==> src/time_partition_scheduler_defines.svh <==
// ---------------------------------------------------------------------------
// Time partition scheduler assertion macros
// Checks that can be compiled out by defining NO_ASSERTIONS.
// ---------------------------------------------------------------------------
`ifndef TIME_PARTITION_SCHEDULER_DEFINES_SVH
`define TIME_PARTITION_SCHEDULER_DEFINES_SVH

`ifndef NO_ASSERTIONS
// Check that is switched off while reset is asserted.
`define TPS_ASSERT(lbl, clk, rst_n, prop, msg) \
    lbl: assert property (@(posedge clk) disable iff (!rst_n) prop) else $error(msg);
// Check that also holds during reset.
`define TPS_ASSERT_ALWAYS(lbl, clk, prop, msg) \
    lbl: assert property (@(posedge clk) prop) else $error(msg);
`else
`define TPS_ASSERT(lbl, clk, rst_n, prop, msg)
`define TPS_ASSERT_ALWAYS(lbl, clk, prop, msg)
`endif

`endif

==> src/tps_pkg.sv <==
// ---------------------------------------------------------------------------
// Time partition scheduler package
// Sizes, codes and register indexes for the partition scheduler.
// ---------------------------------------------------------------------------
package tps_pkg;

    localparam int MAX_SLICES  = 16;
    localparam int SLICE_IDX_W = $clog2(MAX_SLICES);
    localparam int NSL_W       = 5;    // num_slices register and slice position
    localparam int CHAN_W      = 6;
    localparam int TIME_W      = 64;
    localparam int LOAD_IDX_W  = 4;
    localparam int NOTIFY_W    = 4;
    localparam int CFG_ADDR_W  = 2;
    localparam int CFG_DATA_W  = 64;
    localparam int IN_DATA_W   = 144;  // 138 bits of fields, padded to bytes
    localparam int OUT_DATA_W  = 72;

    localparam logic [CHAN_W-1:0] TIMER_CH_RESET    = 6'd63;
    localparam logic [NSL_W-1:0]  NUM_SLICES_RESET  = 5'd1;
    localparam logic [TIME_W-1:0] START_DELAY_RESET = 64'd1000000000;

    typedef enum logic
    {
        OP_NOTIFY = 1'b0,
        OP_LOAD   = 1'b1
    } opcode_t;

    typedef enum logic [1:0]
    {
        ST_HANDLED = 2'd0,
        ST_ALREADY = 2'd1,
        ST_UNKNOWN = 2'd2,
        ST_LOADED  = 2'd3
    } status_t;

    typedef enum logic [CFG_ADDR_W-1:0]
    {
        CFG_TIMER_CH    = 2'd0,
        CFG_NUM_SLICES  = 2'd1,
        CFG_HYPERPERIOD = 2'd2,
        CFG_START_DELAY = 2'd3
    } cfg_idx_t;

endpackage

==> src/time_partition_scheduler.sv <==
// ---------------------------------------------------------------------------
// Time partition scheduler
// Fixed time-slice schedule over a table of slice lengths; tracks partition
// readiness and turns timer notifications into slice starts and timeouts.
//
//  Channel   Dir  Signals                              Contents
//  s_*       in   s_tvalid s_tready s_tdata s_tuser    load or notification
//  m_*       out  m_tvalid m_tready m_tdata            notify/timeout result
//  cfg_*     in   cfg_we cfg_addr cfg_wdata            register writes
//
//  One word accepted per cycle while s_tready is high; its result is
//  registered in stage 1 (control update and table read), then in the
//  output register, and is offered from there.
//  Slice table: 16 x 64 synchronous memory, read per word, written by loads.
//  Table contents are undefined after reset until loaded; no clearing pass.
//  A stall on m_tready holds the output and the stage behind it; s_tready
//  drops only when both are full.
// ---------------------------------------------------------------------------
`include "time_partition_scheduler_defines.svh"

module time_partition_scheduler
(
    input  logic                             clk,
    input  logic                             rst_n,
    input  logic                             s_tvalid,
    output logic                             s_tready,
    // channel[5:0], now_ns[69:6], slice_index[73:70], slice_ns[137:74], zero pad
    input  logic [tps_pkg::IN_DATA_W-1:0]    s_tdata,
    // opcode[0]
    input  logic                             s_tuser,
    output logic                             m_tvalid,
    input  logic                             m_tready,
    // notify_valid[0], notify_slice[4:1], timeout_valid[5], timeout_ns[69:6],
    // status[71:70]
    output logic [tps_pkg::OUT_DATA_W-1:0]   m_tdata,
    input  logic                             cfg_we,
    input  logic [tps_pkg::CFG_ADDR_W-1:0]   cfg_addr,
    input  logic [tps_pkg::CFG_DATA_W-1:0]   cfg_wdata
);

    // configuration
    logic [tps_pkg::CHAN_W-1:0]     timer_ch_reg;
    logic [tps_pkg::NSL_W-1:0]      num_slices_reg;
    logic [tps_pkg::TIME_W-1:0]     hyper_reg;
    logic [tps_pkg::TIME_W-1:0]     start_delay_reg;

    // scheduler state
    logic [tps_pkg::NSL_W-1:0]      pos_reg, pos_next;
    logic                           running_reg, running_next;
    logic [tps_pkg::MAX_SLICES-1:0] mask_reg, mask_next;
    logic [tps_pkg::TIME_W-1:0]     cycle_end_reg, cycle_end_next;

    // slice length memory
    logic [tps_pkg::TIME_W-1:0]     slice_mem [tps_pkg::MAX_SLICES];
    logic [tps_pkg::TIME_W-1:0]     rd_data_reg;
    logic [tps_pkg::SLICE_IDX_W-1:0] rd_addr;
    logic [tps_pkg::SLICE_IDX_W-1:0] wr_addr;
    logic                           mem_we;

    // stage 1: result waiting for table data
    logic                           s1_valid_reg;
    logic                           s1_nv_reg, s1_nv_next;
    logic [tps_pkg::NOTIFY_W-1:0]   s1_ns_reg, s1_ns_next;
    logic                           s1_tv_reg, s1_tv_next;
    logic [tps_pkg::TIME_W-1:0]     s1_tns_reg, s1_tns_next;
    logic                           s1_use_mem_reg, s1_use_mem_next;
    tps_pkg::status_t               s1_st_reg, s1_st_next;

    // output stage
    logic                           out_valid_reg;
    logic [tps_pkg::OUT_DATA_W-1:0] out_data_reg;

    // input fields
    tps_pkg::opcode_t               in_op;
    logic [tps_pkg::CHAN_W-1:0]     in_ch;
    logic [tps_pkg::TIME_W-1:0]     in_now;
    logic [tps_pkg::LOAD_IDX_W-1:0] in_idx;
    logic [tps_pkg::TIME_W-1:0]     in_len;

    logic                           accept;
    logic                           out_free;
    logic                           s1_free;
    logic [tps_pkg::NSL_W-1:0]      n_eff;
    logic [tps_pkg::NSL_W-1:0]      pos_inc;
    logic [tps_pkg::NSL_W-1:0]      p_sel;
    logic [tps_pkg::MAX_SLICES:0]   full_ext;
    logic [tps_pkg::MAX_SLICES-1:0] full_mask;
    logic [tps_pkg::MAX_SLICES-1:0] ch_bit;
    logic [tps_pkg::TIME_W-1:0]     end_from_now;
    logic [tps_pkg::TIME_W-1:0]     tns_final;

    assign in_op  = tps_pkg::opcode_t'(s_tuser);
    assign in_ch  = s_tdata[5:0];
    assign in_now = s_tdata[69:6];
    assign in_idx = s_tdata[73:70];
    assign in_len = s_tdata[137:74];

    assign out_free = !out_valid_reg || m_tready;
    assign s1_free  = !s1_valid_reg || out_free;
    assign s_tready = s1_free;
    assign accept   = s_tvalid && s_tready;

    assign m_tvalid = out_valid_reg;
    assign m_tdata  = out_data_reg;

    // effective slice count: zero counts as one, saturate at table depth
    always_comb
    begin
        if (num_slices_reg == '0)
            n_eff = tps_pkg::NSL_W'(1);
        else if (num_slices_reg > tps_pkg::NSL_W'(tps_pkg::MAX_SLICES))
            n_eff = tps_pkg::NSL_W'(tps_pkg::MAX_SLICES);
        else
            n_eff = num_slices_reg;
    end

    assign full_ext  = ({{tps_pkg::MAX_SLICES{1'b0}}, 1'b1} << n_eff) -
                       {{tps_pkg::MAX_SLICES{1'b0}}, 1'b1};
    assign full_mask = full_ext[tps_pkg::MAX_SLICES-1:0];
    assign ch_bit    = {{(tps_pkg::MAX_SLICES-1){1'b0}}, 1'b1} <<
                       in_ch[tps_pkg::SLICE_IDX_W-1:0];
    assign pos_inc      = pos_reg + tps_pkg::NSL_W'(1);
    assign end_from_now = in_now + hyper_reg;

    // control update for the word at the input
    always_comb
    begin
        pos_next        = pos_reg;
        running_next    = running_reg;
        mask_next       = mask_reg;
        cycle_end_next  = cycle_end_reg;
        s1_nv_next      = 1'b0;
        s1_ns_next      = '0;
        s1_tv_next      = 1'b0;
        s1_tns_next     = '0;
        s1_use_mem_next = 1'b0;
        s1_st_next      = tps_pkg::ST_HANDLED;
        p_sel           = pos_reg;
        mem_we          = 1'b0;

        if (in_op == tps_pkg::OP_LOAD)
        begin
            mem_we     = (int'(in_idx) < tps_pkg::MAX_SLICES);
            s1_st_next = tps_pkg::ST_LOADED;
        end
        else if (in_ch == timer_ch_reg)
        begin
            s1_use_mem_next = 1'b1;
            if (!running_reg)
            begin
                cycle_end_next = end_from_now;
                running_next   = 1'b1;
            end
            else if (pos_inc >= n_eff)
            begin
                if (in_now < cycle_end_reg)
                begin
                    // pad out the rest of the hyperperiod
                    pos_next        = n_eff;
                    s1_use_mem_next = 1'b0;
                    s1_tv_next      = 1'b1;
                    s1_tns_next     = cycle_end_reg - in_now;
                end
                else
                begin
                    // wrap to the first slice
                    cycle_end_next = end_from_now;
                    pos_next       = '0;
                    p_sel          = '0;
                end
            end
            else
            begin
                pos_next = pos_inc;
                p_sel    = pos_inc;
            end

            if (p_sel >= tps_pkg::NSL_W'(tps_pkg::MAX_SLICES))
                p_sel = '0;
            if (s1_use_mem_next)
            begin
                s1_nv_next = 1'b1;
                s1_ns_next = tps_pkg::NOTIFY_W'(p_sel);
                s1_tv_next = 1'b1;
            end
        end
        else if (in_ch < {1'b0, n_eff})
        begin
            if ((mask_reg & ch_bit) != '0)
                s1_st_next = tps_pkg::ST_ALREADY;
            else
            begin
                mask_next = mask_reg | ch_bit;
                if ((mask_reg | ch_bit) == full_mask)
                begin
                    s1_tv_next  = 1'b1;
                    s1_tns_next = start_delay_reg;
                end
            end
        end
        else
            s1_st_next = tps_pkg::ST_UNKNOWN;
    end

    assign rd_addr   = tps_pkg::SLICE_IDX_W'(p_sel);
    assign wr_addr   = tps_pkg::SLICE_IDX_W'(in_idx);
    assign tns_final = s1_use_mem_reg ? rd_data_reg : s1_tns_reg;

    // slice table: write for loads, registered read for timer words
    always_ff @(posedge clk)
    begin
        if (accept && mem_we)
            slice_mem[wr_addr] <= in_len;
        if (accept)
            rd_data_reg <= slice_mem[rd_addr];
    end

    // control state
    always_ff @(posedge clk or negedge rst_n)
    begin
        if (!rst_n)
        begin
            timer_ch_reg    <= tps_pkg::TIMER_CH_RESET;
            num_slices_reg  <= tps_pkg::NUM_SLICES_RESET;
            hyper_reg       <= '0;
            start_delay_reg <= tps_pkg::START_DELAY_RESET;
            pos_reg         <= '0;
            running_reg     <= 1'b0;
            mask_reg        <= '0;
            cycle_end_reg   <= '0;
            s1_valid_reg    <= 1'b0;
            out_valid_reg   <= 1'b0;
        end
        else
        begin
            if (cfg_we)
            begin
                case (tps_pkg::cfg_idx_t'(cfg_addr))
                    tps_pkg::CFG_TIMER_CH:    timer_ch_reg    <= cfg_wdata[5:0];
                    tps_pkg::CFG_NUM_SLICES:  num_slices_reg  <= cfg_wdata[4:0];
                    tps_pkg::CFG_HYPERPERIOD: hyper_reg       <= cfg_wdata;
                    tps_pkg::CFG_START_DELAY: start_delay_reg <= cfg_wdata;
                    default: ;
                endcase
            end

            if (accept)
            begin
                pos_reg       <= pos_next;
                running_reg   <= running_next;
                mask_reg      <= mask_next;
                cycle_end_reg <= cycle_end_next;
            end

            if (s1_free)
                s1_valid_reg <= accept;
            if (out_free)
                out_valid_reg <= s1_valid_reg;
        end
    end

    // payload registers
    always_ff @(posedge clk)
    begin
        if (accept)
        begin
            s1_nv_reg      <= s1_nv_next;
            s1_ns_reg      <= s1_ns_next;
            s1_tv_reg      <= s1_tv_next;
            s1_tns_reg     <= s1_tns_next;
            s1_use_mem_reg <= s1_use_mem_next;
            s1_st_reg      <= s1_st_next;
        end
        if (out_free && s1_valid_reg)
            out_data_reg <= {s1_st_reg, tns_final, s1_tv_reg, s1_ns_reg, s1_nv_reg};
    end

    `TPS_ASSERT(a_pos_bounded, clk, rst_n,
        (pos_reg <= tps_pkg::NSL_W'(tps_pkg::MAX_SLICES)),
        "slice position beyond table depth")
    `TPS_ASSERT(a_running_sticks, clk, rst_n,
        !$fell(running_reg),
        "schedule stopped after start")
    `TPS_ASSERT(a_full_blocks, clk, rst_n,
        (s1_valid_reg && out_valid_reg && !m_tready) |-> !s_tready,
        "input taken while both stages are stalled")
    `TPS_ASSERT(a_notify_times, clk, rst_n,
        (s1_valid_reg && s1_use_mem_reg) |-> (s1_nv_reg && s1_tv_reg),
        "table read without slice notify")

endmodule

==> config.mk <==
export PLATFORM = sky130hd
export DESIGN_NAME = time_partition_scheduler
export DESIGN_NICKNAME = d
export VERILOG_FILES = /design/src/tps_pkg.sv /design/src/time_partition_scheduler.sv
export VERILOG_INCLUDE_DIRS = /design/src /design/src/src
export SDC_FILE = /design/constraint.sdc
export NUM_CORES = 2
export LEC_CHECK = 0
export BUFFER_PORTS_ARGS = -buffer_cell sky130_fd_sc_hd__buf_2
export CORE_MARGIN = 10
export CORE_UTILIZATION = 30
export DETAILED_ROUTE_END_ITERATION = 6
export GPL_ROUTABILITY_DRIVEN = 1
export GPL_TIMING_DRIVEN = 0
export PLACE_DENSITY = 0.53
export REMOVE_ABC_BUFFERS = 1
export SKIP_CTS_REPAIR_TIMING = 1
export SLEW_MARGIN = 10
export SYNTH_ARGS = -nofsm -noshare
export SYNTH_HDL_FRONTEND = slang
export SYNTH_SLANG_ARGS = --single-unit
==> constraint.sdc <==
create_clock -name clk -period 12.3 [get_ports clk]
set_input_delay 2.46 -clock clk [delete_from_list [all_inputs] [get_ports clk]]
set_output_delay 2.46 -clock clk [all_outputs]
set_load 0.02 [all_outputs]
==> reports/metrics.cfg <==
[clock_network]
tritoncts = yes
clock_sinks = 1459
cts.clk_slew.worst_paths_ns = 0.06
cts_made_buffers = 153
cts_buffer_depth = 3
clock_latency_ns = 0.82
root_buffer = clkbuf_16
htree_levels = 4

[critical_path]
cp_data_arrival_time_ns = 8.47
critPathSlowestCell = nor2_1
reg2reg_slack_ns = 5.32
startpoint_type = input pin
crit_fanout = 17
endpoint_kind = flip-flop
critical-path-top-delay-family = compound AO/OA/AOI/OAI gates
cp.required_ns = 12.95
crit_chain = buf_2 -> ha_1 -> inv_1 -> fa_1 -> a21o_1 -> a21o_1 -> a2111oi_2 -> o31a_1 -> o211a_2 -> nor2_2 -> o21a_1 -> nor2_1 -> o221ai_2 -> nor2_4 -> buf_12 -> a22oi_1 -> o22ai_1 -> a211o_1
worstSetupPathType = in2reg
cp_num_buf_inv = 3
r2r_start = num_slices_reg[2]
crit_path_start = s_tdata[6]
crit_top_cell = a21o_1
cp_slowest_stage_delay_ns = 0.91

[route]
drc = 0
ant_nets = 0
drt_pre_antenna_iters = 6
drtIter0Drc = 4186
wl_mm = 207
drt-vias-per-instance = 5.22
wl_per_cell_um = 26.5
vias = 40900

[layout]
drive_gt1_share_pct = 20.3
design_area_um2 = 75800
n_fill_cell = 20300
stdcell_count = 7829
top_register = slice_mem
syn_to_final_growth_pct = 19.2
nets = 5228
largest_reg_flops = 1024

[sta]
slew_headroom_pct = 19.7
max_freq_mhz = 128
setup_ws_ns = 4.48
maxSlewViolCount = 0
finalCriticalPeriod_ns = 7.82
hold_viol = 0
finalSetupViolations = 0
fin_crit_sh_pct = 63.6
rsz0062_at_grt = no
tightest_slew_ns = 1.20
fin_skew_ns = 0.0479

[synthesis]
yosysUniqueCellTypes = 89
synth_edf_count = 1232
synth_top_area_share_pct = 58.2
synthFlopType = edfxtp_1
syn_avg_cell_area_um2 = 14.1
async_flop_share_pct = 15.6
seq_area_frac_synth_pct = 67.2
synthCells = 4524
synth-seq-cells = 1459
synth.most_common_cell = edfxtp_1
syn-cell-area_um2 = 63600
yosysWarningCount = 0
synthTopCellsByArea = edfxtp_1, dfrtp_1, mux2_2
ys_top_cells_by_count = edfxtp_1, nand2_1, a21oi_1
synth_top_area_cell = edfxtp_1

[min_path]
min_path_type = reg2reg
hold_start = s1_ns_reg[2]

[status]
outcome = finished, final reports clean

[global_routing]
grt_first_pass_wirelength_mm = 292
grt.overflow.total = 0
grt_max_degree = 97
grt_pass1_vias = 39300
grt_antenna_before_repair = 110
grt.total_usage_pct = 17.3

[power]
powerDensity_nw_per_um2 = 163
peakVddDrop_uv = 142
p_leak_nw = 27.8
finalPower_w = 0.0123

[place]
placed_cells = 7522
hpwl_mm = 147
place_ws_ns = 3.71
postPlaceCellArea_um2 = 70700
place_congestion = 0.855
port_buffers = 283

[die]
coreArea_um2 = 210000
dieArea_um2 = 231000
rows = 168
chipHeight_um = 480
dieWidth_um = 480
initial_utilization_pct = 30.2
top_level_ports = 290

[flow_run]
drv_cap = 0

report_power, final:
| group | switching [W] | leakage [nW] | internal [W] |
|---|---|---|---|
| clock network | 0.00205 | 2.42 | 0.00260 |
| registers | 0.000126 | 14.1 | 0.00561 |
| logic | 0.00113 | 11.3 | 0.000798 |
logic make-up (layout without fill, tap and decap cells):
family | Yosys count | after routing | share of synthesized area [%]
compound gates | 1154 | 1154 | 12.3
flops | 1459 | 1459 | 67.2
simple gates | 848 | 848 | 6.10
other cells | 1 | 22 | 0.00590
xor+xnor | 143 | 143 | 1.97
fa+ha+maj | 140 | 140 | 2.78
buf+inv | 352 | 831 | 2.38
mux | 427 | 427 | 7.27
cell type report:
| type | instances | area (um^2) | share of cell area (%) |
|---|---|---|---|
| Sequential cell | 1459 | 42700 | 56.4 |
| Multi-Input combinational cell | 2713 | 19600 | 25.9 |
| Timing Repair Buffer | 445 | 4480 | 5.92 |
| Clock buffer | 202 | 4150 | 5.48 |
| Tap cell | 2805 | 3510 | 4.63 |
| Clock inverter | 84 | 867 | 1.14 |
| Inverter | 100 | 378 | 0.499 |
| Antenna cell | 21 | 52.6 | 0.0694 |
worst paths after layout:
path,to,cells past startpoint
min in group asynchronous,cycle_end_reg[50],1
hold / removal,m_tdata[3],0
setup / recovery,rd_data_reg[25],18
hold reg to reg,m_tdata[3],0
setup reg to reg,rd_data_reg[25],18
max in group asynchronous,start_delay_reg[12],2
layout by cell type (no fill, tap or decap), types with 30 or more instances in the layout:
| cell | netlist | layout |
|---|---|---|
| a211o_1 | 39 | 39 |
| a211oi_1 | 58 | 58 |
| a21o_1 | 96 | 96 |
| a21oi_1 | 282 | 282 |
| a221o_1 | 42 | 42 |
| a22o_1 | 62 | 62 |
| a22oi_1 | 144 | 144 |
| buf_12 | 0 | 47 |
| buf_16 | 0 | 55 |
| buf_2 | 61 | 282 |
| buf_4 | 12 | 32 |
| clkbuf_1 | 160 | 36 |
| clkbuf_16 | 0 | 154 |
| clkinv_1 | 0 | 30 |
| dfrtp_1 | 207 | 207 |
| edfxtp_1 | 1232 | 1232 |
| ha_1 | 138 | 138 |
| inv_1 | 100 | 99 |
| mux2_2 | 267 | 267 |
| mux2i_1 | 148 | 148 |
| nand2_1 | 445 | 445 |
| nand3_1 | 110 | 108 |
| nand4_1 | 31 | 31 |
| nor2_1 | 102 | 88 |
| o211ai_1 | 34 | 34 |
| o21ai_0 | 152 | 152 |
| o22ai_1 | 78 | 78 |
| xnor2_1 | 78 | 78 |
| xor2_1 | 65 | 65 |
worst reg2reg max path: cells and delay by family (launching register included):
family,cells,cell delay [ns]
buffers and inverters,2,0.45
DFF,1,0.67
AOI/OAI and AO/OA,10,3.15
adders and majority gates,1,0.29
and+or+nand+nor,5,2.27
stage by stage:
step,utilization [%],hold WS [ns],TNS (ns)
after floorplan,-,0.400,-444.23
after CTS,36.0,0.423,0
final,36.0,0.422,0
after global routing,36.0,0.437,0
after detailed placement,33.6,0.408,0
after global placement,32.0,0.407,-8916.31
per-layer routing:
layer	GRT usage, %	wire (um)
met5	0	339
met2	28.2	97400
met1	23.4	89100
met4	4.72	5880
met3	3.54	14600
Power figures use the tool's default switching activity.
